[src/rtl/sst_pkg.sv]
`timescale 1ns / 1ps
// ----------------------------------------------------------------------------
// sst_pkg
// Shared types, sizes and codes of the subresource state table.
// ----------------------------------------------------------------------------
package sst_pkg;

  // Table geometry.
  localparam int MAX_MIPS   = 16;
  localparam int MAX_SLICES = 64;
  localparam int MAX_PLANES = 4;
  localparam int STATE_BITS = 16;
  localparam int DEPTH      = MAX_MIPS * MAX_SLICES * MAX_PLANES;
  localparam int ADDR_W     = $clog2(DEPTH);

  // Configuration port.
  localparam int CFG_IDX_W  = 2;
  localparam int CFG_DATA_W = 7;
  localparam logic [CFG_IDX_W-1:0] CFG_MIP_LEVELS  = 2'd0;
  localparam logic [CFG_IDX_W-1:0] CFG_ARRAY_SIZE  = 2'd1;
  localparam logic [CFG_IDX_W-1:0] CFG_PLANE_TOTAL = 2'd2;

  // Request types.
  localparam logic REQ_STORE = 1'b0;
  localparam logic REQ_LOAD  = 1'b1;

  // Response status codes.
  localparam logic [1:0] STS_OK    = 2'd0;
  localparam logic [1:0] STS_MIXED = 2'd1;
  localparam logic [1:0] STS_RANGE = 2'd2;

  // One request.
  typedef struct packed {
    logic        req_type;
    logic [3:0]  base_mip;
    logic [4:0]  mip_count;
    logic [5:0]  base_slice;
    logic [6:0]  slice_count;
    logic [1:0]  base_plane;
    logic [2:0]  plane_count;
    logic [15:0] state_value;
  } sst_req_t;

  // One response.
  typedef struct packed {
    logic [15:0] state_out;
    logic [1:0]  status;
  } sst_rsp_t;

  // Effective texture dimensions after saturation.
  typedef struct packed {
    logic [4:0] m;
    logic [6:0] s;
    logic [2:0] p;
  } dims_t;

  // Command to the range walker.
  typedef struct packed {
    logic start;
  } walk_cmd_t;

  // Walker status: one table address per cycle while valid.
  typedef struct packed {
    logic              valid;
    logic              last;
    logic [ADDR_W-1:0] addr;
  } walk_stat_t;

endpackage

[src/rtl/sst_walk.sv]
`timescale 1ns / 1ps
// ----------------------------------------------------------------------------
// sst_walk
// Range walker: works out the base address of a range in its multiply and add
// set-up states, then steps through every entry of the range, one address per cycle.
// ----------------------------------------------------------------------------
module sst_walk (
  input  logic                clk,
  input  logic                rst_n,
  input  sst_pkg::walk_cmd_t  cmd,
  input  sst_pkg::sst_req_t   req,
  input  sst_pkg::dims_t      dims,
  output sst_pkg::walk_stat_t stat
);
  import sst_pkg::*;

  localparam logic [1:0] W_IDLE = 2'd0;
  localparam logic [1:0] W_MUL  = 2'd1;
  localparam logic [1:0] W_ADD  = 2'd2;
  localparam logic [1:0] W_STEP = 2'd3;

  logic [1:0]        state_r, state_nxt;
  logic [3:0]        bm_r, cm_m1_r, mi_r;
  logic [5:0]        bs_r, cs_m1_r, si_r;
  logic [1:0]        bp_r, cp_m1_r, pi_r;
  logic [ADDR_W-1:0] ms_r, bsm_r, addr_r, slice_start_r, plane_start_r;
  logic [ADDR_W-1:0] plane_off;
  logic              mi_end, si_end, pi_end;

  assign mi_end    = (mi_r == cm_m1_r);
  assign si_end    = (si_r == cs_m1_r);
  assign pi_end    = (pi_r == cp_m1_r);
  assign plane_off = ADDR_W'(ADDR_W'(bp_r) * ms_r);

  // Sequencing of set-up and walk.
  always_comb begin
    state_nxt = state_r;
    case (state_r)
      W_IDLE: begin
        if (cmd.start) begin
          state_nxt = W_MUL;
        end
      end
      W_MUL:  state_nxt = W_ADD;
      W_ADD:  state_nxt = W_STEP;
      W_STEP: begin
        if (mi_end && si_end && pi_end) begin
          state_nxt = W_IDLE;
        end
      end
      default: state_nxt = W_IDLE;
    endcase
  end

  always_ff @(posedge clk) begin
    if (!rst_n) begin
      state_r <= W_IDLE;
    end else begin
      state_r <= state_nxt;
    end
  end

  // Range capture, base address and the three nested counters.
  always_ff @(posedge clk) begin
    case (state_r)
      W_IDLE: begin
        bm_r    <= req.base_mip;
        cm_m1_r <= 4'(req.mip_count - 5'd1);
        bs_r    <= req.base_slice;
        cs_m1_r <= 6'(req.slice_count - 7'd1);
        bp_r    <= req.base_plane;
        cp_m1_r <= 2'(req.plane_count - 3'd1);
      end
      W_MUL: begin
        ms_r  <= ADDR_W'(dims.m) * ADDR_W'(dims.s);
        bsm_r <= ADDR_W'(bs_r) * ADDR_W'(dims.m);
      end
      W_ADD: begin
        plane_start_r <= plane_off;
        slice_start_r <= plane_off + bsm_r;
        addr_r        <= plane_off + bsm_r + ADDR_W'(bm_r);
        mi_r          <= '0;
        si_r          <= '0;
        pi_r          <= '0;
      end
      W_STEP: begin
        if (!mi_end) begin
          mi_r   <= mi_r + 4'd1;
          addr_r <= addr_r + 1'b1;
        end else if (!si_end) begin
          mi_r          <= '0;
          si_r          <= si_r + 6'd1;
          slice_start_r <= slice_start_r + ADDR_W'(dims.m);
          addr_r        <= slice_start_r + ADDR_W'(dims.m) + ADDR_W'(bm_r);
        end else if (!pi_end) begin
          mi_r          <= '0;
          si_r          <= '0;
          pi_r          <= pi_r + 2'd1;
          plane_start_r <= plane_start_r + ms_r;
          slice_start_r <= plane_start_r + ms_r + bsm_r;
          addr_r        <= plane_start_r + ms_r + bsm_r + ADDR_W'(bm_r);
        end
      end
      default: begin
        mi_r <= mi_r;
      end
    endcase
  end

  assign stat.valid = (state_r == W_STEP);
  assign stat.last  = (state_r == W_STEP) && mi_end && si_end && pi_end;
  assign stat.addr  = addr_r;

  // A walk only begins from rest.
  a_start_idle: assert property (@(posedge clk) disable iff (!rst_n)
    (state_r == W_MUL) |-> $past(cmd.start) && $past(state_r) == W_IDLE)
    else $error("walker set-up entered without a start");

  // The walk ends with its last address and then rests.
  a_last_rest: assert property (@(posedge clk) disable iff (!rst_n)
    stat.last |=> state_r == W_IDLE)
    else $error("walker kept stepping after its last address");

  // Counters never run past the range end.
  a_cnt_bound: assert property (@(posedge clk) disable iff (!rst_n)
    stat.valid |-> mi_r <= cm_m1_r && si_r <= cs_m1_r && pi_r <= cp_m1_r)
    else $error("walker counter past range end");

endmodule

[config.mk]
export PLATFORM = sky130hd
export DESIGN_NAME = sst_walk
export DESIGN_NICKNAME = d
export VERILOG_FILES = /design/src/rtl/sst_pkg.sv /design/src/rtl/sst_walk.sv
export SDC_FILE = /design/constraint.sdc
export NUM_CORES = 1
export LEC_CHECK = 0
export ABC_AREA = 0
export BUFFER_PORTS_ARGS = -buffer_cell sky130_fd_sc_hd__clkbuf_2
export CAP_MARGIN = 20
export CORE_ASPECT_RATIO = 1.2
export CORE_MARGIN = 3
export CORE_UTILIZATION = 50
export DETAILED_ROUTE_END_ITERATION = 8
export GPL_TIMING_DRIVEN = 0
export PLACE_DENSITY_LB_ADDON = 0.1
export SETUP_SLACK_MARGIN = 0.02
export SYNTH_ARGS = -nofsm -noshare
export SYNTH_HDL_FRONTEND = slang
export SYNTH_SLANG_ARGS = --single-unit
[constraint.sdc]
create_clock -name clk -period 6.2 [get_ports clk]
set_input_delay 0.93 -clock clk [delete_from_list [all_inputs] [get_ports clk]]
set_output_delay 0.93 -clock clk [all_outputs]
set_load 0.05 [all_outputs]
==> run metrics, run 1 <==
# hold bufs at CTS=0; cell mode on critical path=a21oi_1; post-synthesis cell type count=64; crit path max fanout=5; Num CTS Buffers=9; worst hold margin=~0.57 ns; Root Driver=clkbuf_16; post_cts resized=0; Clk Latency, worst-skew pair=approximately 0.35 ns; Setup CP Type=register to register; YS warnings=0; initial antenna violation count=0; Port Buf Inserts=52; gr usage total=around a fifth; total wire length=19.8 mm; clock sink count=just under 100; RSZ-0062 raised after global routing=false; asr flop ratio synth=0%; Post-synth EDFFs=95; post-synthesis area per instance=around 9.7 um^2; Final min period=4.81 ns; FP Rows=between 50 and 60; max_cap viols=0; critical path arrival=a little under 5 ns; Synth Net Count=approximately 1100; # IOs=76; router iterations before antenna repair=5; Final Hold Vio Count=0; synth-to-layout area growth=9.72%; fin. max-slew vios=0; DR iter-0 viols=between 200 and 300; Final #Nets=roughly 1200; Routed Antenna Nets=0; Crit path required time=around 6.3 ns; ant diodes=0; fin crit share=about 78%; relative slew slack=around a third; number of setup buffers added after CTS=0; cells along the critical path=ha_1 > fa_1 > a21o_1 > a21oi_1 > o21bai_1 > a21oi_1 > o21ai_0 > xor2_1 > ha_1 > a21o_1 > a311o_1 > nand3b_1 > a21oi_1 > xnor2_1 > o21ai_1 > nor3_2 > a2111oi_1 > o32ai_2; Hold Path Class=register to register; share of layout cells above drive strength 1=roughly 9.6%; RD Place Congestion=between 0.8 and 0.9; DR vias=6612; slowest cell on the critical path=a2111oi_1; Main synth FF type=edfxtp_1; clk slew on worst S/H paths=0.07 ns; CTS tree=done; Die ar.=around 0.02 mm^2; fillers=between 1500 and 2000; status=complete, no violations; Cell Area, Synth=0.00892 mm^2; Setup TNS=0 ns; placed cells=roughly 1200; sequential-to-total area share from yosys stat=32.4%; drc violations=0; CP startpoint kind=register; routed len/inst=roughly 16 um; Setup Viol. Count Final=0; first-pass GRT wire length=32.7 mm; Post-Syn Instances=917; Worst Max-Slew Pin Slew=0.998 ns; CORE AREA=~0.017 mm^2; vias in the first global route=~6500; largest net degree at the start of global routing=24; die height=152 um; final core occ=between 50% and 60%; Achievable Freq=a little over 200 MHz; critical path capture point type=register; Clock Skew=around 0.012 ns; post-DR vias/cell=between 5 and 6; Initial Util=roughly 52%; Seq cells post-synth=between 90 and 100; H-tree depth reported by CTS=3; post-DP HPWL=between 15 and 20 mm; clk buf depth=2; Final Non-Filler Cells=about 1200; GRT Residual Overflow=0; Die Wd=about 130 um; max incr delay on CP=roughly 0.44 ns
worst max-delay path: cells and delay by family (launching register included):
kind / cells / cell delay (ns)
adders and majority gates: 3 / 1.04
AOI/OAI and AO/OA: 11 / 2.51
and+or+nand+nor: 2 / 0.27
DFF: 1 / 0.43
xor gates and xnor gates: 2 / 0.28
layout make-up:
class                      count  area (um^2)  share of cell area (%)
clock buffer                  10          229                    2.34
buffer                        19         80.1                   0.818
multi-input combinational    729         5690                    58.1
tap                          216          270                    2.76
inverter                      72          270                    2.76
sequential                    97         2890                    29.6
timing repair buffer          55          310                    3.17
clock inverter                 6         50.0                   0.511
cells in the mapped netlist, types with 5 or more instances:
cell type / n / area share, %
a21oi_1: 62 / 3.5
and3_1: 9 / 0.63
a21o_1: 18 / 1.5
o21ai_0: 32 / 1.8
nor2_1: 70 / 2.9
fa_1: 34 / 7.6
nand4_1: 5 / 0.35
ha_1: 105 / 15
o21bai_1: 14 / 1.2
inv_1: 71 / 3.0
mux2_2: 8 / 1.0
o21a_1: 9 / 0.76
nand3_1: 21 / 1.2
clkbuf_1: 14 / 0.59
nand2_1: 81 / 3.4
edfxtp_1: 95 / 32
a211oi_1: 11 / 0.93
xor2_1: 33 / 3.2
nor2b_1: 9 / 0.63
nor3_1: 11 / 0.62
mux2i_1: 6 / 0.67
xnor2_1: 72 / 7.1
and2_1: 55 / 3.9
path summary, 6_finish.rpt:
path                            cells past startpoint         end  slack (ns)       start
worst max-delay path                               18  addr_r[11]        1.39     ms_r[0]
worst min register to register                      2  state_r[1]        0.57  state_r[1]
worst min-delay path                                2  state_r[1]        0.57  state_r[1]
worst max register to register                     18  addr_r[11]        1.39     ms_r[0]
through the flow:
step / area, um^2 / worst slack [ns]
finish: 9790 / 1.39
global route: 9790 / 1.02
detailed placement: 9510 / 1.12
floorplan: 8920 / 1.71
CTS: 9790 / 1.40
global placement: 9450 / 1.10
metal layers:
metal  global-route usage, %  up-vias  routed length (um)
met1                    28.4     3122                9090
li1                        -     3356                   -
met4                    6.27        0                 366
met2                    36.1      112                9840
met3                    1.86       22                 534
met5                       0        -                   0
logic make-up after synthesis:
kind of cell    after synthesis  share of synthesized area (%)
simple gates                285                           15.8
compound gates              186                           13.5
fa+ha+maj                   139                           22.4
xor+xnor                    105                           10.3
flops                        97                           32.4
buf+inv                      91                           3.93
mux                          14                           1.68
cell usage in the layout, fill, tap and decap left out, types with 3 or more instances in the layout:
master / n
and2_1: 55
a21o_1: 18
o21ai_0: 30
nand2b_1: 4
clkbuf_1: 15
o21bai_1: 14
fa_1: 34
xor2_1: 33
nand4_1: 5
nor2b_1: 9
nor2_1: 70
buf_1: 3
a21oi_1: 62
inv_1: 71
nor4_1: 3
nand3_1: 21
edfxtp_1: 95
a211oi_1: 11
a31oi_1: 3
mux2i_1: 6
and3_1: 9
mux2_2: 8
a211o_1: 4
o21ai_1: 4
o211ai_1: 4
nand2_1: 81
o22ai_1: 3
or3_1: 4
nor3_1: 11
o21a_1: 9
clkbuf_16: 9
ha_1: 105
clkbuf_2: 52
xnor2_1: 72
sequential cells by signal (all words and copies together), names as in the netlist:
name / count
addr_r: 12
bm_r: 4
bp_r: 2
bs_r: 6
bsm_r: 11
cm_m1_r: 4
cp_m1_r: 2
cs_m1_r: 6
mi_r: 4
ms_r: 12
pi_r: 2
plane_start_r: 12
si_r: 6
slice_start_r: 12
state_r: 2
Power of run 1 is not shown: default switching activity piles up to over one toggle a cycle in this logic, so the estimate is an artifact.
==> run 2, diff against run 1 <==
--- a/config.mk
+++ b/config.mk
@@ -5,7 +5,7 @@
 export SDC_FILE = /design/constraint.sdc
 export NUM_CORES = 1
 export LEC_CHECK = 0
-export ABC_AREA = 0
+export ABC_AREA = 1
 export BUFFER_PORTS_ARGS = -buffer_cell sky130_fd_sc_hd__clkbuf_2
 export CAP_MARGIN = 20
 export CORE_ASPECT_RATIO = 1.2
==> constraint.sdc (replaced) <==
create_clock -name clk -period 4.8 [get_ports clk]
set_input_delay 0.72 -clock clk [delete_from_list [all_inputs] [get_ports clk]]
set_output_delay 0.72 -clock clk [all_outputs]
set_load 0.05 [all_outputs]
==> run 2 against run 1 <==
  * Area after synthesis grew 8.4%
  * Utilization shrank 0.89 points
  * Die area grew 8.0%
  * Clock-buffer cell count shrank 1
  * Via count grew 22%
  * First-iteration DRC count grew 62%
  * Clock skew grew 0.0052 ns
  * Non-clock buffer count shrank 3
  * Register-to-register slack lost 0.86 ns
  * Critical path depth grew 1
  * Sequential cell count is the same
  * Critical path type is now input pin to register
  * Critical endpoint is now ms_r[11]
==> run metrics, run 2 <==
status=complete, no violations; number of setup buffers added after CTS=0 (unchanged); YS warnings=0 (unchanged); CORE AREA=0.0189 mm^2 (+10%); Post-Syn Instances=1264 (+38%); CTS tree=done; first-pass GRT wire length=37.9 mm (+16%); post-DP HPWL=18.6 mm (+16%); Setup Viol. Count Final=0 (unchanged); Setup TNS=0 ns (unchanged); fin crit share=91.1%; met2 WL=11.3 mm (+14%); Final #Nets=1531 (+29%); share of layout cells above drive strength 1=9.36% (-0.25 points); Crit path required time=4.91 ns (-1.37 ns); Initial Util=51.1% (-0.84 points); Achievable Freq=229 MHz; max_cap viols=0 (unchanged); Port Buf Inserts=52 (unchanged); critical path capture point type=register; most frequent cells in the layout=nand2_1, inv_1, ha_1, edfxtp_1, nand3_1; drc violations=0 (unchanged); CP startpoint kind=input pin; met3 wire len=781 um (+46%); Num CTS Buffers=9 (unchanged); Top Layer Used=met4; ant diodes=0 (unchanged); GRT Residual Overflow=0 (unchanged); Metal-1 WL=10.4 mm (+14%); total wire length=22.8 mm (+15%); Main synth FF type=edfxtp_1; Hold Path Class=input pin to register; fillers=1847 (+18%); Worst Max-Slew Pin Slew=0.969 ns (-0.0289 ns); post_cts resized=0 (unchanged); largest net degree at the start of global routing=24 (unchanged); DR iter-0 viols=475 (+62%); Routed Antenna Nets=0 (unchanged); Final min period=4.37 ns; Synth Net Count=1465 (+31%); # IOs=76 (unchanged); post-synthesis cell type count=45 (-30%); relative slew slack=35.4% (+1.9 points); # hold bufs at CTS=0 (unchanged); most common cell in the netlist=nand2_1; synth-to-layout area growth=9.79% (about the same); Root Driver=clkbuf_16; Clk Latency, worst-skew pair=0.37 ns (+0.02 ns); Post-synth EDFFs=95 (unchanged); post-synthesis area per instance=7.65 um^2 (-21%); cell taking the most area after synthesis=edfxtp_1; Setup CP Type=input pin to register; DR vias=8053 (+22%); Area contributors post-synth=edfxtp_1, nand2_1, ha_1; die height=158 um (+3.9%); FP Rows=55 (+5.8%); asr flop ratio synth=0% (unchanged); initial antenna violation count=0 (unchanged); Die ar.=0.0211 mm^2 (+8.0%); commonest non-fill, non-tap cell in the layout=nand2_1; clk buf depth=2 (unchanged); vias in the first global route=7835 (+21%); Synth top area share=29.5% (-2.5 points); clk slew on worst S/H paths=0.09 ns (+0.02 ns); fin. max-slew vios=0 (unchanged); H-tree depth reported by CTS=3 (unchanged); clock sink count=97 (unchanged); commonest cells in the netlist=nand2_1, inv_1, ha_1, edfxtp_1, nand3_1; RSZ-0062 raised after global routing=false; critical path arrival=4.48 ns (-0.41 ns); Cell Area, Synth=0.00967 mm^2 (+8.4%); R2R setup slack=0.53 ns (-0.86 ns); sequential-to-total area share from yosys stat=29.9% (-2.5 points); router iterations before antenna repair=7 (+2); Final Hold Vio Count=0 (unchanged); crit path max fanout=10 (+5); Seq cells post-synth=97 (unchanged); gr usage total=22.6% (+1.4 points); RD Place Congestion=0.933 (+5.8%); Die Wd=133 um (+3.9%); routed len/inst=14.3 um (-13%); post-DR vias/cell=5.06 (-7.8%); Clock Skew=0.0167 ns (+0.00518 ns)
==> run 2: worst paths after layout <==
check | start | end | cells past startpoint
min reg2reg | state_r[1] | state_r[1] | 2
max reg2reg | bp_r[0] | addr_r[10] | 22
min | req[41] | bm_r[2] | 1
max | dims[14] | ms_r[11] | 19
==> run 2: logic make-up (layout without fill, tap and decap cells) <==
logic type               Yosys count  after routing  synth area share [%]
XOR/XNOR                          60             60                  5.43
adder cells (fa/ha/maj)          139            139                  20.6
multiplexers                       1              1                 0.104
flip-flops                        97             97                  29.9
buffers and inverters            249            320                  9.88
AND/OR/NAND/NOR                  596            596                  27.0
AO/OA/AOI/OAI                    122            122                  7.01
==> run 2: stage by stage <==
| step | cells | hold WS [ns] | utilization (%) | cell area [um^2] | worst slack, ns |
|---|---|---|---|---|---|
| global route | 1591 | 0.510 | 56.1 | 10600 | 0.154 |
| CTS | 1591 | 0.508 | 56.1 | 10600 | 0.427 |
| global placement | 1572 | 0.555 | 54.2 | 10300 | 0.0867 |
| floorplan | 1264 | 0.512 | - | 9670 | 0.642 |
| finish | 1591 | 0.517 | 56.1 | 10600 | 0.427 |
| detailed placement | 1575 | 0.554 | 54.5 | 10300 | 0.0490 |
==> run 2: final cells by class <==
class	count	area, um^2	share of cell area [%]
Buffer	16	81.3	0.766
Clock buffer	9	225	2.12
Clock inverter	7	76.3	0.719
Inverter	233	875	8.24
Multi-Input combinational cell	918	5830	54.9
Sequential cell	97	2890	27.2
Tap cell	256	320	3.02
Timing Repair Buffer	55	314	2.96
==> run 2: per-layer routing <==
| metal | GRT usage (%) | vias up |
|---|---|---|
| met3 | 2.84 | 27 |
| met2 | 39.7 | 132 |
| met5 | 0 | - |
| met1 | 29.4 | 3698 |
| li1 | - | 4196 |
| met4 | 6.39 | 0 |
==> run 2: critical path, stage by stage <==
cell      delay [ns]
clkbuf_2        0.20
clkbuf_1        0.40
nand2_1         0.15
fa_1            0.53
fa_1            0.53
fa_1            0.55
inv_1           0.04
ha_1            0.34
a21oi_1         0.15
nand2_1         0.10
nand2_1         0.07
nand2_1         0.04
nand2_1         0.06
a21boi_0        0.11
nor2_1          0.10
nor2_1          0.06
o21bai_1        0.12
nand2_1         0.07
xor2_1          0.14
Power of run 2 is left out for the same reason.
